===== config.mk =====
export PLATFORM = sky130hd
export DESIGN_NAME = tga_pixel_stream_decoder_top_flat
export DESIGN_NICKNAME = d
export VERILOG_FILES = /design/src/hw/rtl/tga_dec_pkg.sv /design/src/hw/rtl/tga_dec_ifs.sv /design/src/hw/rtl/tga_dec_cfg.sv /design/src/hw/rtl/tga_dec_core.sv /design/src/hw/rtl/tga_pixel_stream_decoder_top.sv /design/src/flat_wrapper.sv
export VERILOG_INCLUDE_DIRS = /design/src /design/src/hw/rtl
export SDC_FILE = /design/constraint.sdc
export NUM_CORES = 1
export LEC_CHECK = 0
export ABC_AREA = 1
export BUFFER_PORTS_ARGS = -buffer_cell sky130_fd_sc_hd__buf_2
export CORE_AREA = 10 10 160 162
export CTS_CLUSTER_SIZE = 12
export DETAILED_ROUTE_END_ITERATION = 6
export DIE_AREA = 0 0 170 172
export PLACE_DENSITY = 0.81
export SYNTH_ARGS = -nofsm -noshare
export SYNTH_HDL_FRONTEND = slang
export SYNTH_SLANG_ARGS = --single-unit

===== constraint.sdc =====
create_clock -name i_clk -period 7.83 [get_ports i_clk]
set_input_delay 0.3915 -clock i_clk [delete_from_list [all_inputs] [get_ports i_clk]]
set_output_delay 0.3915 -clock i_clk [all_outputs]
set_load 0.03 [all_outputs]

===== src/hw/rtl/assert_macros.svh =====
// Assertion helpers for the RTL files.
`ifndef ASSERT_MACROS_SVH
`define ASSERT_MACROS_SVH

// Property checked at every rising clock edge outside reset.
`define ASSERT_PROP(lbl, clk, rst_n, prop, msg) \
    lbl: assert property (@(posedge clk) disable iff (!rst_n) (prop)) else $error(msg);

// Condition that must never be seen outside reset.
`define ASSERT_NEVER(lbl, clk, rst_n, cond, msg) \
    lbl: assert property (@(posedge clk) disable iff (!rst_n) !(cond)) else $error(msg);

`endif


===== src/hw/rtl/tga_dec_pkg.sv =====
`timescale 1ns / 1ps

package tga_dec_pkg;

    localparam int TOTAL_W   = 30;
    localparam int ADDR_W    = 4;
    localparam int APB_DW    = 32;

    // Register indexes (paddr[3:2]).
    localparam logic [1:0] REG_FORMAT = 2'd0;
    localparam logic [1:0] REG_RLE    = 2'd1;
    localparam logic [1:0] REG_TOTAL  = 2'd2;

    // Pixel formats.
    localparam logic [1:0] FMT_GRAY8  = 2'd0;
    localparam logic [1:0] FMT_RGB555 = 2'd1;
    localparam logic [1:0] FMT_BGR24  = 2'd2;
    localparam logic [1:0] FMT_BGRA32 = 2'd3;

    localparam logic [1:0]         RST_FORMAT = FMT_BGRA32;
    localparam logic               RST_RLE    = 1'b0;
    localparam logic [TOTAL_W-1:0] RST_TOTAL  = 30'd1;

    // Packet header: bit 7 marks a repeat packet, low seven bits hold length - 1.
    localparam int         HDR_REPEAT_BIT = 7;
    localparam logic [6:0] HDR_LEN_MASK   = 7'h7F;
    localparam logic [7:0] ALPHA_OPAQUE   = 8'hFF;

    typedef logic [31:0]        t_argb;
    typedef logic [TOTAL_W-1:0] t_total;

    typedef struct packed {
        logic [1:0] pixel_format;
        logic       run_length_mode;
        t_total     pixel_total;
    } t_cfg;

    typedef struct packed {
        t_argb        pixel_argb;
        logic [7:0]   repeat_count;
        t_total       first_index;
        logic         last_of_image;
        logic         overflow_error;
    } t_run;

    function automatic t_argb make_pixel(input logic [7:0] b0, input logic [7:0] b1,
                                         input logic [7:0] b2, input logic [7:0] b3,
                                         input logic [1:0] fmt);
        logic [15:0] w;
        t_argb       px;
        w = {b1, b0};
        unique case (fmt)
            FMT_GRAY8:  px = {b0, b0, b0, b0};
            FMT_RGB555: px = {ALPHA_OPAQUE, w[14:10], 3'b000, w[9:5], 3'b000,
                              w[4:0], 3'b000};
            FMT_BGR24:  px = {ALPHA_OPAQUE, b2, b1, b0};
            default:    px = {b3, b2, b1, b0};
        endcase
        return px;
    endfunction

endpackage


===== src/hw/rtl/tga_dec_ifs.sv =====
`timescale 1ns / 1ps

// Byte channel into the decoder.
interface tga_dec_byte_if
    import tga_dec_pkg::*;
();
    logic       valid;
    logic       ready;
    logic [7:0] data_byte;
    logic       frame_start;

    modport source (output valid, output data_byte, output frame_start, input ready);
    modport sink   (input valid, input data_byte, input frame_start, output ready);
endinterface

// Pixel run channel out of the decoder.
interface tga_dec_run_if
    import tga_dec_pkg::*;
();
    logic       valid;
    logic       ready;
    t_argb      pixel_argb;
    logic [7:0] repeat_count;
    t_total     first_index;
    logic       last_of_image;
    logic       overflow_error;

    modport source (output valid, output pixel_argb, output repeat_count,
                    output first_index, output last_of_image, output overflow_error,
                    input ready);
    modport sink   (input valid, input pixel_argb, input repeat_count,
                    input first_index, input last_of_image, input overflow_error,
                    output ready);
endinterface


===== src/hw/rtl/tga_dec_cfg.sv =====
`timescale 1ns / 1ps

module tga_dec_cfg
    import tga_dec_pkg::*;
(
    input  logic              i_clk,
    input  logic              i_rst_n,
    input  logic              psel,
    input  logic              penable,
    input  logic              pwrite,
    input  logic [ADDR_W-1:0] paddr,
    input  logic [APB_DW-1:0] pwdata,
    output logic [APB_DW-1:0] prdata,
    output logic              pready,
    output t_cfg              o_cfg
);

    t_cfg       r_cfg;
    logic       wr_en;
    logic [1:0] reg_idx;

    assign pready  = 1'b1;
    assign wr_en   = psel && penable && pwrite;
    assign reg_idx = paddr[3:2];

    always_ff @(posedge i_clk) begin
        if (!i_rst_n) begin
            r_cfg.pixel_format    <= RST_FORMAT;
            r_cfg.run_length_mode <= RST_RLE;
            r_cfg.pixel_total     <= RST_TOTAL;
        end else if (wr_en) begin
            unique case (reg_idx)
                REG_FORMAT: r_cfg.pixel_format    <= pwdata[1:0];
                REG_RLE:    r_cfg.run_length_mode <= pwdata[0];
                REG_TOTAL:  r_cfg.pixel_total     <= pwdata[TOTAL_W-1:0];
                default: ;
            endcase
        end
    end

    always_comb begin
        unique case (reg_idx)
            REG_FORMAT: prdata = APB_DW'(r_cfg.pixel_format);
            REG_RLE:    prdata = APB_DW'(r_cfg.run_length_mode);
            REG_TOTAL:  prdata = APB_DW'(r_cfg.pixel_total);
            default:    prdata = '0;
        endcase
    end

    assign o_cfg = r_cfg;

endmodule


===== src/hw/rtl/tga_dec_core.sv =====
`timescale 1ns / 1ps
`include "assert_macros.svh"

module tga_dec_core
    import tga_dec_pkg::*;
#(
    parameter int INDEX_WIDTH = 30
) (
    input  logic       i_clk,
    input  logic       i_rst_n,
    input  logic       i_fire,
    input  logic [7:0] i_data_byte,
    input  logic       i_frame_start,
    input  t_cfg       i_cfg,
    output logic       o_valid,
    output t_run       o_run
);

    // Width that holds both the pixel counter and the pixel total.
    localparam int CW = (INDEX_WIDTH > TOTAL_W) ? INDEX_WIDTH : TOTAL_W;

    logic [1:0]             r_phase,     n_phase,     e_phase;
    logic [23:0]            r_collector, n_collector, e_collector;
    logic                   r_expect,    n_expect,    e_expect;
    logic                   r_repeat,    n_repeat,    e_repeat;
    logic [7:0]             r_remaining, n_remaining, e_remaining;
    logic [INDEX_WIDTH-1:0] r_done,      n_done,      e_done;
    logic                   r_halted,    n_halted,    e_halted;

    logic [7:0]    bytes [4];
    logic [CW-1:0] done_w;
    logic [CW-1:0] total_w;
    logic [CW-1:0] avail;
    logic [7:0]    pkt_len;
    logic [7:0]    count;
    logic          ovf;
    logic          ignore;

    always_comb begin
        // A frame start clears the frame state before this byte is used.
        e_phase     = i_frame_start ? 2'd0  : r_phase;
        e_collector = i_frame_start ? 24'd0 : r_collector;
        e_expect    = i_frame_start ? 1'b1  : r_expect;
        e_repeat    = i_frame_start ? 1'b0  : r_repeat;
        e_remaining = i_frame_start ? 8'd0  : r_remaining;
        e_done      = i_frame_start ? '0    : r_done;
        e_halted    = i_frame_start ? 1'b0  : r_halted;

        done_w  = CW'(e_done);
        total_w = CW'(i_cfg.pixel_total);
        avail   = total_w - done_w;
        pkt_len = (e_remaining == 8'd0) ? 8'd1 : e_remaining;

        ignore = (i_cfg.run_length_mode && (i_cfg.pixel_format == FMT_GRAY8 ||
                  i_cfg.pixel_format == FMT_RGB555)) || e_halted || (done_w >= total_w);

        bytes[0] = e_collector[7:0];
        bytes[1] = e_collector[15:8];
        bytes[2] = e_collector[23:16];
        bytes[3] = 8'd0;
        bytes[e_phase] = i_data_byte;

        n_phase     = r_phase;
        n_collector = r_collector;
        n_expect    = r_expect;
        n_repeat    = r_repeat;
        n_remaining = r_remaining;
        n_done      = r_done;
        n_halted    = r_halted;
        count       = 8'd1;
        ovf         = 1'b0;
        o_valid     = 1'b0;

        o_run.pixel_argb     = make_pixel(bytes[0], bytes[1], bytes[2], bytes[3],
                                          i_cfg.pixel_format);
        o_run.first_index    = done_w[TOTAL_W-1:0];
        o_run.repeat_count   = count;
        o_run.last_of_image  = 1'b0;
        o_run.overflow_error = 1'b0;

        if (i_fire) begin
            n_phase     = e_phase;
            n_collector = e_collector;
            n_expect    = e_expect;
            n_repeat    = e_repeat;
            n_remaining = e_remaining;
            n_done      = e_done;
            n_halted    = e_halted;

            if (!ignore) begin
                if (i_cfg.run_length_mode && e_expect) begin
                    n_repeat    = i_data_byte[HDR_REPEAT_BIT];
                    n_remaining = {1'b0, i_data_byte[6:0] & HDR_LEN_MASK} + 8'd1;
                    n_expect    = 1'b0;
                    n_phase     = 2'd0;
                    n_collector = 24'd0;
                end else if (e_phase < i_cfg.pixel_format) begin
                    // Still gathering bytes of this pixel.
                    case (e_phase)
                        2'd0:    n_collector[7:0]   = i_data_byte;
                        2'd1:    n_collector[15:8]  = i_data_byte;
                        2'd2:    n_collector[23:16] = i_data_byte;
                        default: ;
                    endcase
                    n_phase = e_phase + 2'd1;
                end else begin
                    n_phase     = 2'd0;
                    n_collector = 24'd0;
                    if (i_cfg.run_length_mode) begin
                        if (e_repeat) begin
                            count       = pkt_len;
                            n_remaining = 8'd0;
                            n_expect    = 1'b1;
                            if (CW'(pkt_len) > avail) begin
                                count = avail[7:0];
                                ovf   = 1'b1;
                            end
                        end else begin
                            n_remaining = pkt_len - 8'd1;
                            if (n_remaining == 8'd0) begin
                                n_expect = 1'b1;
                            end else if (avail == CW'(1)) begin
                                ovf = 1'b1;
                            end
                        end
                    end
                    n_done  = e_done + INDEX_WIDTH'(count);
                    o_valid = 1'b1;
                    o_run.repeat_count   = count;
                    o_run.overflow_error = ovf;
                    o_run.last_of_image  = (CW'(n_done) >= total_w);
                    if (o_run.last_of_image) begin
                        n_halted = 1'b1;
                    end
                end
            end
        end
    end

    always_ff @(posedge i_clk) begin
        if (!i_rst_n) begin
            r_phase     <= 2'd0;
            r_collector <= 24'd0;
            r_expect    <= 1'b1;
            r_repeat    <= 1'b0;
            r_remaining <= 8'd0;
            r_done      <= '0;
            r_halted    <= 1'b0;
        end else begin
            r_phase     <= n_phase;
            r_collector <= n_collector;
            r_expect    <= n_expect;
            r_repeat    <= n_repeat;
            r_remaining <= n_remaining;
            r_done      <= n_done;
            r_halted    <= n_halted;
        end
    end

    `ASSERT_NEVER(a_zero_run, i_clk, i_rst_n, o_valid && (o_run.repeat_count == 8'd0), "empty run produced")
    `ASSERT_PROP(a_ovf_is_last, i_clk, i_rst_n, (o_valid && o_run.overflow_error) |-> o_run.last_of_image, "overflow without last")
    `ASSERT_PROP(a_last_halts, i_clk, i_rst_n, (o_valid && o_run.last_of_image) |=> r_halted, "last run did not halt")
    `ASSERT_NEVER(a_halted_quiet, i_clk, i_rst_n, r_halted && !i_frame_start && o_valid, "run while halted")

endmodule


===== src/hw/rtl/tga_pixel_stream_decoder_top.sv =====
`timescale 1ns / 1ps
// Path: an accepted byte enters the input register; the run it completes is held in the result
// register until taken; bytes that complete no pixel produce no transfer.
// Throughput: one byte per cycle; the single-pass decode and the result register allow a
// new byte every cycle while the output side keeps taking runs.
// Reset: synchronous, active low; clears handshake state, frame state and restores the
// configuration registers (format 3, plain mode, pixel total 1).

module tga_pixel_stream_decoder_top
    import tga_dec_pkg::*;
#(
    parameter int INDEX_WIDTH = 30
) (
    input  logic              i_clk,
    input  logic              i_rst_n,
    tga_dec_byte_if.sink      i_byte,
    tga_dec_run_if.source     o_run,
    input  logic              psel,
    input  logic              penable,
    input  logic              pwrite,
    input  logic [ADDR_W-1:0] paddr,
    input  logic [APB_DW-1:0] pwdata,
    output logic [APB_DW-1:0] prdata,
    output logic              pready
);

    // Configuration registers, reached over the register port.
    t_cfg cfg;

    tga_dec_cfg u_cfg (
        .i_clk   (i_clk),
        .i_rst_n (i_rst_n),
        .psel    (psel),
        .penable (penable),
        .pwrite  (pwrite),
        .paddr   (paddr),
        .pwdata  (pwdata),
        .prdata  (prdata),
        .pready  (pready),
        .o_cfg   (cfg)
    );

    // Input register: holds one accepted byte until the decode stage takes it.
    logic       r_in_valid;
    logic [7:0] r_in_data;
    logic       r_in_fs;

    // Result register: holds one finished run until the downstream transfer.
    logic r_out_valid;
    t_run r_out;

    // The decode stage moves whenever the result register is free or being emptied.
    // A byte in the input register is decoded at that edge and the frame state updated.
    logic advance;
    logic fire;
    logic core_valid;
    t_run core_run;

    assign advance      = !r_out_valid || o_run.ready;
    assign fire         = r_in_valid && advance;
    assign i_byte.ready = !r_in_valid || advance;

    tga_dec_core #(
        .INDEX_WIDTH (INDEX_WIDTH)
    ) u_core (
        .i_clk         (i_clk),
        .i_rst_n       (i_rst_n),
        .i_fire        (fire),
        .i_data_byte   (r_in_data),
        .i_frame_start (r_in_fs),
        .i_cfg         (cfg),
        .o_valid       (core_valid),
        .o_run         (core_run)
    );

    always_ff @(posedge i_clk) begin
        if (!i_rst_n) begin
            r_in_valid  <= 1'b0;
            r_out_valid <= 1'b0;
        end else begin
            if (i_byte.ready) begin
                r_in_valid <= i_byte.valid;
            end
            if (advance) begin
                r_out_valid <= fire && core_valid;
            end
        end
    end

    // Payload registers carry no reset; the valid flags above qualify them.
    always_ff @(posedge i_clk) begin
        if (i_byte.ready && i_byte.valid) begin
            r_in_data <= i_byte.data_byte;
            r_in_fs   <= i_byte.frame_start;
        end
        if (fire && core_valid) begin
            r_out <= core_run;
        end
    end

    assign o_run.valid          = r_out_valid;
    assign o_run.pixel_argb     = r_out.pixel_argb;
    assign o_run.repeat_count   = r_out.repeat_count;
    assign o_run.first_index    = r_out.first_index;
    assign o_run.last_of_image  = r_out.last_of_image;
    assign o_run.overflow_error = r_out.overflow_error;

endmodule

===== src/flat_wrapper.sv =====
// flat-port wrapper written by rule: the top's interface ports become plain ports
module tga_pixel_stream_decoder_top_flat import tga_dec_pkg::*;
#(
    parameter int INDEX_WIDTH = 30
)
  (i_clk, i_rst_n, psel, penable, pwrite, paddr, pwdata, prdata, pready, i_byte_valid, i_byte_data_byte, i_byte_frame_start, i_byte_ready, o_run_valid, o_run_pixel_argb, o_run_repeat_count, o_run_first_index, o_run_last_of_image, o_run_overflow_error, o_run_ready);
  tga_dec_byte_if i_byte_i ();
  tga_dec_run_if o_run_i ();
  input  logic i_clk;
  input  logic i_rst_n;
  input  logic psel;
  input  logic penable;
  input  logic pwrite;
  input  logic [ADDR_W-1:0] paddr;
  input  logic [APB_DW-1:0] pwdata;
  output logic [APB_DW-1:0] prdata;
  output logic pready;
  input wire logic [$bits(i_byte_i.valid)-1:0] i_byte_valid;
  input wire logic [$bits(i_byte_i.data_byte)-1:0] i_byte_data_byte;
  input wire logic [$bits(i_byte_i.frame_start)-1:0] i_byte_frame_start;
  output wire logic [$bits(i_byte_i.ready)-1:0] i_byte_ready;
  output wire logic [$bits(o_run_i.valid)-1:0] o_run_valid;
  output wire logic [$bits(o_run_i.pixel_argb)-1:0] o_run_pixel_argb;
  output wire logic [$bits(o_run_i.repeat_count)-1:0] o_run_repeat_count;
  output wire logic [$bits(o_run_i.first_index)-1:0] o_run_first_index;
  output wire logic [$bits(o_run_i.last_of_image)-1:0] o_run_last_of_image;
  output wire logic [$bits(o_run_i.overflow_error)-1:0] o_run_overflow_error;
  input wire logic [$bits(o_run_i.ready)-1:0] o_run_ready;
  assign i_byte_i.valid = i_byte_valid;
  assign i_byte_i.data_byte = i_byte_data_byte;
  assign i_byte_i.frame_start = i_byte_frame_start;
  assign i_byte_ready = i_byte_i.ready;
  assign o_run_valid = o_run_i.valid;
  assign o_run_pixel_argb = o_run_i.pixel_argb;
  assign o_run_repeat_count = o_run_i.repeat_count;
  assign o_run_first_index = o_run_i.first_index;
  assign o_run_last_of_image = o_run_i.last_of_image;
  assign o_run_overflow_error = o_run_i.overflow_error;
  assign o_run_i.ready = o_run_ready;
  tga_pixel_stream_decoder_top #(.INDEX_WIDTH(INDEX_WIDTH)) u_core (.i_clk(i_clk), .i_rst_n(i_rst_n), .i_byte(i_byte_i), .o_run(o_run_i), .psel(psel), .penable(penable), .pwrite(pwrite), .paddr(paddr), .pwdata(pwdata), .prdata(prdata), .pready(pready));
endmodule

## Word-level counts from Yosys, hierarchy flattened

Index checks and enable logic that the tools add are counted.

- Logic and storage cells: 122
- Output and inout port bits: 107
- Input port bits: 52
- Register bits: 183

- Add/sub/neg operators: 5
- Bitwise logic cells: 3
- Equality and inequality tests: 7
- Muxes and demuxes: 57
- Reduce and logical (&&, ||, !) cells: 25
- $lt $le $gt $ge: 6

Operators by type and width:

| cell | number |
|---|---|
| 2-to-1 mux 8 bit | 18 |
| 2-to-1 mux 30 bit | 4 |
| 2-to-1 mux 24 bit | 4 |
| one-hot mux 32 bit (3 select lines) | 1 |
| one-hot mux 30 bit (3 select lines) | 1 |
| greater-or-equal comparator 30 bit | 2 |
| bitwise mux 32 bit | 1 |
| adder 30 x 8 -> 30 bit | 1 |
| equality test 30 x 1 -> 1 bit (second input constant) | 1 |
| > comparator 8 x 30 -> 1 bit | 1 |
| subtractor 30 bit | 1 |
| 2-to-1 mux 1 bit | 23 |
| demux 8 bit (select 2 bit) | 1 |
| logical NOT 8 bit | 2 |
| adder 7 x 1 -> 8 bit (second input constant) | 1 |
| logical AND 1 bit | 8 |
| 2-to-1 mux 2 bit | 4 |
| subtractor 8 x 1 -> 8 bit (second input constant) | 1 |
| equality test 2 x 1 -> 1 bit (second input constant) | 3 |
| equality test 2 bit (second input constant) | 3 |
| logical NOT 2 bit | 3 |
| AND reduction 2 bit | 3 |
| logical OR 1 bit | 5 |
| OR reduction 5 bit | 1 |
| other kinds (8) | 10 |

## Longest topological paths before layout

- Depth in word-level cells: 17
- Mapped depth: 52
- Gate-level depth less buffers: 49

## Cells and area by module

From an unflattened synthesis, not the netlist that was laid out.

- Cells, all modules: 2047
- Area, all modules: 13540.5 um^2

By module, submodules not included:

| module | area each (um^2) | instances | seq. area each (um^2) | cells each |
|---|---|---|---|---|
| tga_dec_core | 9260.1 | 1 | 1341.3 | 1661 |
| tga_pixel_stream_decoder_top | 2539.9 | 1 | 2472.4 | 98 |
| tga_dec_cfg | 1740.4 | 1 | 660.6 | 288 |

## Worst setup path after synthesis

OpenSTA, ideal clock, no wires.

- Path type: register to register
- Start point: register u_core.r_in_fs
- End point: register u_core.u_core.r_halted
- Period minus slack after synthesis: 6654 ps
- Library setup time: 65 ps
- Buffers on the path: 3
- Data required time: 7765 ps
- Slack: 1176 ps
- Stages on the path, launching flop included: 46
- Arrival: 6589 ps
- Cell sequence: edfxtp_1 -> inv_4 -> buf_4 -> clkbuf_1 -> clkbuf_1 -> nand2_1 -> ha_1 -> nand3_1 -> nand2_2 -> nand2_1 -> nand2_1 -> xor2_1 -> inv_1 -> ha_1 -> nand2_1 -> inv_1 -> nand3_1 -> o221ai_1 -> (+10 left out) -> nand2_1 -> o211ai_1 -> nand2_1 -> nor2_2 -> nand3_1 -> xor2_1 -> inv_2 -> ha_1 -> nand2_1 -> nor2_1 -> nand2_1 -> nor4_1 -> a21oi_1 -> nand4_1 -> a21oi_1 -> nor2_1 -> a21oi_1 -> nor2_1

- Word-level cells in the longest chain between the ends: 17
- Elaborated cells on any way between the ends: 28
- Those cells by class: add/sub: 2; order compare: 4; mux: 18; reduce/logical: 4

Ends and longest elaborated chain:

| element | RTL line | source |
|---|---|---|
| start: declaration | tga_pixel_stream_decoder_top.sv:46 | `logic r_in_fs;` |
| start signal: assignment | tga_pixel_stream_decoder_top.sv:94 | `r_in_fs <= i_byte.frame_start;` |
| branches (longest 16 deep; another with subtractor 30 bit) | - |  |
| 2-to-1 mux 1 bit (*) | tga_dec_core.sv:90 | `if (!ignore) begin` |
| end signal: assignment | tga_dec_core.sv:156 | `r_halted <= n_halted;` |
| end: declaration | tga_dec_core.sv:28 | `logic r_halted, n_halted, e_halted;` |

Every way passes the cells marked *. The select of a mux whose other input is x is not followed.
A chain may end at the register's enable or synchronous reset.

## Worst setup path in the final report

Ends and elaborated chain as after synthesis.

==> out/qor.yml <==
floorplan:
  fp-row-count: 55
  num_io_pins: 159
  core_area_um2: 22400
  die-area_um2: 29200
  die_w_um: 170
  start_util_pct: 59.4
  floorplan.die.height_um: 172
yosys:
  ys_ff_latch: 183
  yosys_warnings: 0
  synthMuxAreaShare_pct: 0
  largest_family_of_logic_cells_by_synthesized_area: "simple AND/OR/NAND/NOR gates"
  synth_xor_area_share_pct: 2.76
  syn_area_per_cell_um2: 6.86
  proportion_of_synthesized_flip_flops_having_asynchronous_set_or_reset_pct: 0
  synthFlopType: "sky130_fd_sc_hd__dfxtp_1"
  post_synth_num_cell_types: 49
  number_of_instances_in_the_synthesized_netlist: 1936
  synth-compound-area-share_pct: 13.6
  synth_largest_type_area_fraction_pct: 18.3
  synth_simple_gate_area_share_pct: 28.5
  synth_adder_area_share_pct: 8.97
  syn-cell-area_um2: 13300
  synth_edf_count: 81
  ys_top_cells_by_area: "sky130_fd_sc_hd__edfxtp_1 18%, sky130_fd_sc_hd__dfxtp_1 15%, sky130_fd_sc_hd__nand2_1 13%"
  seq_area_frac_synth_pct: 33.7
  top_cell_type_by_total_area_after_synthesis: "sky130_fd_sc_hd__edfxtp_1"
global_route:
  antenna_found_initial: 0
  grt_first_pass_wirelength_um: 68800
  first_global_vias: 13000
  globalRoute.totalOverflow: 0
  grt_usage_pct: 29.5
  pin_count_of_the_biggest_net_entering_global_routing: 67
cts:
  cts-root-buf: "sky130_fd_sc_hd__clkbuf_16"
  cts_inserted_buffers: 17
  worstSkewPairLatency_ps: 460
  clock_tree.buffer_depth: 2
  tritoncts: "yes"
  cts_max_level: 4
  clkSinkCount: 183
  clk_pin_slew_worst_paths_ps: 90
sta:
  peak_clock_frequency_supported_by_timing_mhz: 135
  rsz0062_at_grt: "no"
  setup_viol_count_final: 0
  fin_crit_sh_pct: 94.7
  worst_slew_pin_slew_ps: 1010
  worst_hold_slack_ps: 101
  slew_headroom_pct: 32.3
  slew_violations: 0
  final.setup.tns_ps: 0
  min_period_ps: 7420
  timing.final.hold_violations: 0
  timing.clock.skew_ps: 16.7
final_layout:
  synthToLayoutAreaGrowth_pct: 12.6
  layout-drive-gt1-share_pct: 12.9
  fin_nets: 2214
  final_cell_mix: "459 x sky130_fd_sc_hd__nand2_1, 340 x sky130_fd_sc_hd__inv_1, 153 x sky130_fd_sc_hd__nor2_1"
  n_fill_cell: 2011
  layout_commonest_cell: "sky130_fd_sc_hd__nand2_1"
  ant_diodes: 0
detailed_routing:
  initialDrtViolationCount: 1457
  drt_drc_violations_left: 0
  wl_um: 43300
  detailedRoute.firstPassIterationCount: 6
  avgViaCountPerCell: 5.78
  drt-wirelength-per-cell_um: 18.3
  route.vias.total: 13700
  ant_nets: 0
placement:
  place_congestion: 1.00
  numPortBuffers: 151
  half_perimeter_wire_length_after_detailed_placement_um: 32900
worst_hold_path:
  min_path_type: "in -> reg"
  hold_path_depth: 1
setup_path:
  timing.critical_path.slowest_stage_cell: "sky130_fd_sc_hd__edfxtp_1"
  critical-path-max-stage-delay_ps: 460
  critPathRequiredTime_ps: 8160
  critical_path.startpoint_type: "register"
  crit_path_most_repeated_cell: "sky130_fd_sc_hd__nand2_1"
  crit_path_end_kind: "register"
  reg2regPathDepth: 41
  crit_arrival_ps: 7750
  worst-path-max-fanout: 10
  path_class: "reg -> reg"
job:
  timing.max_cap.violations: 0
power:
  ir_drop_uv: 147
  power.density_nw_per_um2: 173
  leakagePower_nw: 7.42
outcome:
  run_status: "complete, no violations"
[Yosys cell counts (all sizes together) (2+ instances only)]
cell and n:
clkinv 2, o22ai 8, nor3 20, o211ai 34, o221ai 11, o21bai 2, nor4 19, nor2 173
a21oi 145, or2 2, conb 2, nand4 35, xnor2 3, nand3 142, a31oi 3, clkbuf 40
nand2 471, o31ai 2, xor2 38, ha 92, fa 2, o21ai 118, dfxtp 102, nand3b 4
inv 353, edfxtp 81, buf 26
[metrics by stage]
| step | power (mW) | instances | setup slack (ps) | utilization, % | area [µm²] |
|---|---|---|---|---|---|
| floorplan | 1.48 | 1937 | 1180 | - | 13300 |
| global placement | 1.63 | 2330 | 721 | 63.8 | 14300 |
| detailed placement | 1.64 | 2330 | 441 | 63.8 | 14300 |
| CTS | 2.57 | 2362 | 281 | 66.7 | 14900 |
| global route | 2.70 | 2366 | 66.2 | 66.9 | 15000 |
| finish | 2.59 | 2366 | 415 | 66.9 | 15000 |
[flip-flops by register name, indices dropped and copies added (netlist names)]
signal                       flops
u_core.o_run.last_of_image       1
u_core.u_core.r_remaining        8
u_core.r_in_data                 8
u_core.u_core.r_collector       24
u_core.u_cfg.o_cfg              33
u_core.o_run.pixel_argb         32
u_core.o_run.overflow_error      1
u_core.o_run.first_index        30
u_core.r_in_fs                   1
u_core.u_core.r_repeat           1
u_core.u_core.r_done            30
u_core.o_run.valid               1
u_core.u_core.r_phase            2
u_core.u_core.r_halted           1
u_core.u_core.r_expect           1
u_core.o_run.repeat_count        8
u_core.r_in_valid                1
[final timing paths]
check / slack (ps) / from / end
min: 100 / i_byte_data_byte[5] / u_core.r_in_data[5]$_DFFE_PP_
max: 410 / u_core.r_in_fs$_DFFE_PP_ / u_core.u_core.r_halted$_SDFFE_PN0P_
min reg2reg: 470 / u_core.u_core.r_done[3]$_SDFFE_PN0P_ / u_core.u_core.r_done[3]$_SDFFE_PN0P_
max reg2reg: 410 / u_core.r_in_fs$_DFFE_PP_ / u_core.u_core.r_halted$_SDFFE_PN0P_
[routing by layer]
metal,vias up,routed length [µm],global-route usage (%)
met5,-,0,0
met4,0,1730,12.7
met3,114,4050,4.56
met2,715,19800,47.6
met1,6293,17700,38.4
li1,6554,-,-
[cell families after synthesis]
logic type,count (synthesis)
compound gates,327
simple gates,868
flops,183
buf+inv,421
xor+xnor,41
other cells,2
fa+ha+maj,94
[power breakdown]
part           switching, mW  internal, mW  total, mW
registers             0.0204          1.02       1.04
clock network          0.497         0.453      0.949
logic                  0.418         0.183      0.601
[layout make-up]
type	instances	area [µm²]	share of cell area, %
Clock buffer	17	425	2.84
Sequential cell	183	4470	29.9
Inverter	355	1340	8.95
Clock inverter	15	220	1.47
Tap cell	285	357	2.38
Timing Repair Buffer	178	958	6.41
Multi-Input combinational cell	1333	7180	48.0
[what timing repair did]
item,CTS,global route
hold buffers,0,0
resized for setup,0,4
setup endpoints to repair,0,2
buffers inserted,0,4
[critical path, delay by kind of cell (launching register included)]
family | cells | cell delay (ps)
AND/OR/NAND/NOR | 22 | 2590
flip-flops | 1 | 460
adder cells (fa/ha/maj) | 5 | 1660
XOR/XNOR | 2 | 640
buffers and inverters | 4 | 480
AO/OA/AOI/OAI | 8 | 1460
(Power assumes the default switching activity.)
